==> src/rtl/lobm_pkg.sv <==
// Package for the limit order book matcher: payload structs, result codes,
// controller/datapath command and status structs. No dependencies.
package lobm_pkg;

   localparam int ORDER_SLOTS_DEF = 64;
   localparam int MAX_RESULTS     = 64;
   localparam int TRADE_CAP       = MAX_RESULTS - 1;

   localparam logic [1:0] CMD_ADD    = 2'd0;
   localparam logic [1:0] CMD_CANCEL = 2'd1;
   localparam logic [1:0] CMD_MODIFY = 2'd2;

   localparam logic [2:0] KIND_TRADE     = 3'd0;
   localparam logic [2:0] KIND_DONE      = 3'd1;
   localparam logic [2:0] KIND_DONE_KILL = 3'd2;
   localparam logic [2:0] KIND_DUP       = 3'd3;
   localparam logic [2:0] KIND_NO_CROSS  = 3'd4;
   localparam logic [2:0] KIND_FULL      = 3'd5;
   localparam logic [2:0] KIND_UNKNOWN   = 3'd6;
   localparam logic [2:0] KIND_ZERO_QTY  = 3'd7;

   typedef struct packed {
      logic [1:0]         cmd;
      logic [31:0]        order_id;
      logic               side;
      logic               order_type;
      logic signed [31:0] price;
      logic [31:0]        quantity;
   } req_type;

   typedef struct packed {
      logic [2:0]         kind;
      logic [31:0]        bid_order_id;
      logic [31:0]        ask_order_id;
      logic signed [31:0] bid_price;
      logic signed [31:0] ask_price;
      logic [31:0]        fill_qty;
      logic               last;
   } rsp_type;

   // Controller to datapath commands
   typedef struct packed {
      logic scan_start;   // begin one sweep over the table
      logic kill_found;   // clear the slot found by id
      logic place;        // write new order into first free slot
      logic trade;        // apply fill between best bid and best ask
      logic kill_new;     // clear the newly placed slot
      logic use_old_fok;  // modify: take type from the found order
   } dp_cmd_type;

   // Datapath to controller status
   typedef struct packed {
      logic scan_done;
      logic id_found;
      logic free_found;
      logic bid_found;
      logic ask_found;
      logic crossed;      // best bid price >= best ask price
      logic fok_cross;    // new order reaches best opposite
      logic new_valid;    // placed slot still resting
      logic is_fok;       // type of the command in hand
   } dp_sts_type;

endpackage

==> src/rtl/lobm_control.sv <==
// Controller of the order book matcher: command sequencing, result
// register and trade cap. Depends on lobm_pkg.
module lobm_control (
   input  logic                 clock,
   input  logic                 reset,
   input  logic                 req_valid,
   output logic                 req_ready,
   input  lobm_pkg::req_type    req_in,
   output lobm_pkg::req_type    req_held,
   output lobm_pkg::dp_cmd_type cmd_out,
   input  lobm_pkg::dp_sts_type sts_in,
   input  lobm_pkg::rsp_type    trade_in,
   output logic                 rsp_valid,
   input  logic                 rsp_ready,
   output lobm_pkg::rsp_type    rsp_data
);
   import lobm_pkg::*;

   localparam logic [2:0] ST_IDLE  = 3'd0;
   localparam logic [2:0] ST_SCAN1 = 3'd1;  // id lookup and best prices
   localparam logic [2:0] ST_SCAN2 = 3'd2;  // add checks, after a rescan when a modified order was removed
   localparam logic [2:0] ST_MATCH = 3'd3;  // rescan for next trade
   localparam logic [2:0] ST_EMIT  = 3'd4;  // wait for result to drain
   localparam logic [2:0] ST_KICK  = 3'd5;  // start a scan

   logic [2:0] state_ff, state_in, after_ff, after_in;
   req_type    req_ff;
   rsp_type    out_ff, out_in;
   logic       out_valid_ff, out_valid_in;
   logic [5:0] trades_ff, trades_in;
   logic       adding_ff, adding_in;

   assign req_held  = req_ff;
   assign rsp_valid = out_valid_ff;
   assign rsp_data  = out_ff;
   assign req_ready = (state_ff == ST_IDLE) && !out_valid_ff;

   function automatic rsp_type status(input logic [2:0] k);
      rsp_type r;
      r = '0;
      r.kind = k;
      r.last = 1'b1;
      return r;
   endfunction

   always_comb begin
      state_in      = state_ff;
      after_in      = after_ff;
      out_in        = out_ff;
      out_valid_in  = out_valid_ff && !rsp_ready;
      trades_in     = trades_ff;
      adding_in     = adding_ff;
      cmd_out       = '0;
      case (state_ff)
         ST_IDLE: begin
            if (req_valid && req_ready) begin
               cmd_out.scan_start = 1'b1;
               trades_in          = '0;
               state_in           = ST_SCAN1;
            end
         end
         ST_KICK: begin
            cmd_out.scan_start = 1'b1;
            state_in           = after_ff;
         end
         ST_SCAN1: begin
            if (sts_in.scan_done) begin
               case (req_ff.cmd)
                  CMD_ADD: begin
                     if (sts_in.id_found) begin
                        out_in = status(KIND_DUP); out_valid_in = 1'b1; state_in = ST_IDLE;
                     end else begin
                        adding_in = 1'b1; state_in = ST_SCAN2;
                     end
                  end
                  CMD_CANCEL: begin
                     out_valid_in = 1'b1;
                     state_in     = ST_IDLE;
                     if (sts_in.id_found) begin
                        cmd_out.kill_found = 1'b1; out_in = status(KIND_DONE);
                     end else begin
                        out_in = status(KIND_UNKNOWN);
                     end
                  end
                  CMD_MODIFY: begin
                     if (sts_in.id_found) begin
                        cmd_out.kill_found  = 1'b1;
                        cmd_out.use_old_fok = 1'b1;
                        adding_in = 1'b0;
                        after_in  = ST_SCAN2;
                        state_in  = ST_KICK;
                     end else begin
                        out_in = status(KIND_UNKNOWN); out_valid_in = 1'b1; state_in = ST_IDLE;
                     end
                  end
                  default: begin
                     out_in = status(KIND_DONE); out_valid_in = 1'b1; state_in = ST_IDLE;
                  end
               endcase
            end
         end
         ST_SCAN2: begin
            // add checks on an up-to-date scan
            if (sts_in.scan_done || adding_ff) begin
               adding_in = 1'b0;
               state_in  = ST_IDLE;
               out_valid_in = 1'b1;
               if (req_ff.quantity == 32'd0) begin
                  out_in = status(KIND_ZERO_QTY);
               end else if (sts_in.is_fok && !sts_in.fok_cross) begin
                  out_in = status(KIND_NO_CROSS);
               end else if (!sts_in.free_found) begin
                  out_in = status(KIND_FULL);
               end else begin
                  cmd_out.place = 1'b1;
                  out_valid_in  = 1'b0;
                  after_in      = ST_MATCH;
                  state_in      = ST_KICK;
               end
            end
         end
         ST_MATCH: begin
            if (sts_in.scan_done) begin
               if (sts_in.crossed && trades_ff != 6'(TRADE_CAP)) begin
                  cmd_out.trade = 1'b1;
                  trades_in     = trades_ff + 6'd1;
                  out_in        = trade_in;
                  out_valid_in  = 1'b1;
                  after_in      = ST_MATCH;
                  state_in      = ST_EMIT;
               end else begin
                  out_valid_in = 1'b1;
                  state_in     = ST_IDLE;
                  if (sts_in.is_fok && sts_in.new_valid) begin
                     cmd_out.kill_new = 1'b1; out_in = status(KIND_DONE_KILL);
                  end else begin
                     out_in = status(KIND_DONE);
                  end
               end
            end
         end
         ST_EMIT: begin
            if (!out_valid_ff || rsp_ready) state_in = ST_KICK;
         end
         default: state_in = ST_IDLE;
      endcase
   end

   always_ff @(posedge clock) begin
      if (reset) begin
         state_ff      <= ST_IDLE;
         after_ff      <= ST_IDLE;
         out_valid_ff  <= 1'b0;
         trades_ff     <= '0;
         adding_ff     <= 1'b0;
      end else begin
         state_ff      <= state_in;
         after_ff      <= after_in;
         out_valid_ff  <= out_valid_in;
         trades_ff     <= trades_in;
         adding_ff     <= adding_in;
      end
   end

   always_ff @(posedge clock) begin
      out_ff <= out_in;
      if (req_valid && req_ready) req_ff <= req_in;
   end

endmodule

==> config.mk <==
export PLATFORM = sky130hd
export DESIGN_NAME = lobm_control
export DESIGN_NICKNAME = d
export VERILOG_FILES = /design/src/rtl/lobm_pkg.sv /design/src/rtl/lobm_control.sv
export SDC_FILE = /design/constraint.sdc
export NUM_CORES = 1
export LEC_CHECK = 0
export ABC_AREA = 1
export ABC_CLOCK_PERIOD_IN_PS = 9800
export BUFFER_PORTS_ARGS = -buffer_cell sky130_fd_sc_hd__buf_2
export CAP_MARGIN = 20
export CORE_AREA = 5 5 210 212
export DETAILED_ROUTE_END_ITERATION = 7
export DIE_AREA = 0 0 215 217
export PLACE_DENSITY = 0.58
export SETUP_SLACK_MARGIN = 0.15
export SYNTH_ARGS = -nofsm -noshare
export SYNTH_HDL_FRONTEND = slang
export SYNTH_SLANG_ARGS = --single-unit
==> constraint.sdc <==
create_clock -name clock -period 9.8 [get_ports clock]
set_input_delay 1.96 -clock clock [delete_from_list [all_inputs] [get_ports clock]]
set_output_delay 1.96 -clock clock [all_outputs]
set_load 0.01 [all_outputs]
==> results.ini <==
[status]
outcome=finished clean

[yosys]
synth_top_family_by_area=simple AND/OR/NAND/NOR gates
synth_cells=826
synthMuxAreaShare_pct=0
yosysSeqAreaShare_pct=77.6
syn_nets=1108
synth_seq_cells=277
syn_avg_cell_area_um2=12.8
synth_compound_area_share_pct=1.92
synth_top_area_share_pct=75.2
yosys_warnings=0
synth_area_leaders=edfxtp_1 (75%), inv_1 (7.3%), nor2_1 (7.0%)
synthAdderAreaFrac_pct=0.593
synth-xor-area-share_pct=0.166
synth_cell_types=33
syn_area_um2=10500
yosysTopAreaCell=edfxtp_1
synthSimpleGateAreaFrac_pct=11.3

[sta]
relSlewSlack_pct=35.2
final.min_clock_period_ns=5.20
grt_setup_unrepaired=false
fin_skew_ns=0.0119
hold_violations=0
fin_setup_tns_ns=0
max_clock_freq_ghz=0.192
fin_crit_sh_pct=53.1
post-route-worst-setup-slack_ns=4.60
tightest_slew_ns=0.972
setup_viol=0
finalMaxSlewViolations=0

[placement]
portBuffers=546
gp_congestion=0.851
hpwl_mm=25.2
dp_cells=1896
place_ws_ns=4.53

[cells_and_area]
nets=1672
fillers=4195
area_growth_pct=41.1
layout-drive-gt1-share_pct=43.4
stdcell_count=1952
mostFrequentLayoutCells=buf_2 (546), edfxtp_1 (264), inv_1 (204)
final_common_cell=buf_2

[clocking]
numCtsBuffers=30
hold_buffers=0
ctsLongestPathBuffers=3
htreeDepth=1
clk_latency_ns=0.55
cts.reportedPaths.clkPinSlew_ns=0.06
ctsResizeCount=0
cts_root_buf=clkbuf_16
cts_tree=built
cts.sinks=277
cts_setup_buffers=0

[critical_path]
cp_top_family=simple AND/OR/NAND/NOR gates
cpMostUsedCell=buf_2
rrSetupSlack_ns=6.44
crit_arrival_ns=3.24
path_cells=buf_2 -> a21boi_1 -> nand2_8 -> nor2_1 -> buf_2
end_kind=output pin
crit_slowest_cell=a21boi_1
worst-path-buf-inv=2
cp-start-kind=input port
crit_type=in -> out
path_max_fanout=77
cp.required_ns=7.84
slowest_delay_ns=0.41

[global_routing]
gr-usage-all-layers_pct=12.9
grt_overflow=0
grt_max_degree=91
grt_pass1_wl_mm=47.3
grt_pass1_vias=8114
antenna_found_initial=10

[floorplan]
die_h_um=217
start_util_pct=25.3
core-area_um2=41800
num_rows=75
io_pins=549
die_area_um2=46700
die_x_um=215

[route]
postRouteAntennaNets=0
remaining_drc_errors=0
drt_pass1_iterations=4
wirelength_mm=32.2
vias_per_cell=3.99
drt-initial-drc-count=479
vias=7796
detail_route.wl_per_cell_um=16.5

[run]
cap_violations=0

[pwr]
vdd_drop_max_mv=0.150
leakage_nw=7.10
p_per_area_nw_per_um2=235

[min_path]
hp-class=reg -> reg

==> cell usage after synthesis <==
| cell | instances |
|---|---|
| buf_2 | 17 |
| xor2_1 | 2 |
| edfxtp_1 | 264 |
| and2_1 | 2 |
| nor2_2 | 1 |
| nor2_4 | 2 |
| buf_1 | 1 |
| o22ai_1 | 1 |
| nand3_1 | 11 |
| nor3_4 | 2 |
| nor2_1 | 196 |
| nand4_1 | 5 |
| inv_2 | 5 |
| or2_1 | 2 |
| inv_1 | 204 |
| o211a_1 | 1 |
| o211ai_1 | 2 |
| nand2_2 | 2 |
| o21ai_0 | 8 |
| nor2_8 | 1 |
| nand2_4 | 4 |
| o21ai_1 | 4 |
| buf_6 | 1 |
| nand2_1 | 50 |
| a21oi_4 | 1 |
| nor3_1 | 1 |
| a21oi_2 | 1 |
| nor3b_2 | 1 |
| a21oi_1 | 14 |
| a21boi_1 | 1 |
| ha_1 | 5 |
| dfxtp_1 | 13 |
| o2111ai_1 | 1 |
==> sequential cells by signal (all words and copies together) (netlist names) <==
name / cells
trades_ff: 6
rsp_valid: 1
adding_ff: 1
req_held: 100
rsp_data: 164
after_ff: 2
state_ff: 3
==> final cells by class <==
class | count | area (µm²) | area share (%)
well taps | 539 | 674 | 4.53
multi-input cells | 321 | 1490 | 10.0
clock buffers | 38 | 802 | 5.39
clock inverters | 13 | 138 | 0.925
flip-flops and latches | 277 | 8190 | 55.0
inverters | 209 | 787 | 5.29
diodes | 4 | 10.0 | 0.0673
repair buffers | 551 | 2790 | 18.8
==> path summary, 6_finish.rpt <==
check                       to    startpoint  cells after the start
setup reg to reg  rsp_data[50]  req_held[22]                      9
hold reg to reg    after_ff[1]   after_ff[1]                      2
hold / removal     after_ff[1]   after_ff[1]                      2
setup / recovery    cmd_out[2]     sts_in[3]                      5
==> power breakdown <==
part	switching [mW]	total, mW	leakage (nW)	internal (mW)
registers	0.0757	1.69	2.62	1.62
clock network	0.437	1.09	0.460	0.650
logic	0.481	0.722	4.02	0.241
total	0.993	3.50	7.10	2.51
==> metrics by stage <==
| stage | utilization (%) | cell area, µm² | total power, mW | hold WS [ns] |
|---|---|---|---|---|
| final | 35.6 | 14900 | 3.50 | 0.458 |
| after global routing | 35.6 | 14900 | 3.68 | 0.478 |
| after CTS | 35.5 | 14800 | 3.55 | 0.453 |
| after detailed placement | 33.3 | 13900 | 2.45 | 0.442 |
| after global placement | 33.3 | 13900 | 2.44 | 0.434 |
| after floorplan | - | 10500 | 2.07 | 0.422 |
==> cells by family after synthesis <==
logic type,count (synthesis)
flops,277
fa+ha+maj,5
buf+inv,228
simple gates,280
compound gates,34
xor+xnor,2
==> per-layer routing <==
layer	track usage, %	routed length [µm]
met5	0	38
met4	4.84	1030
met3	5.52	3680
met2	22.7	15800
met1	14.0	11700
==> worst reg2reg max path: stages (launching register included) <==
cell and delay [ns]:
edfxtp_1 0.47, nor2_1 0.25, and2_1 0.16, nand2_1 0.05, nor2_1 0.12, nand2_1 0.09
nand3_1 0.17, nand4_1 0.17, nor2_4 0.70, buf_4 0.75
Note: power is estimated with default switching activity, not from simulation.
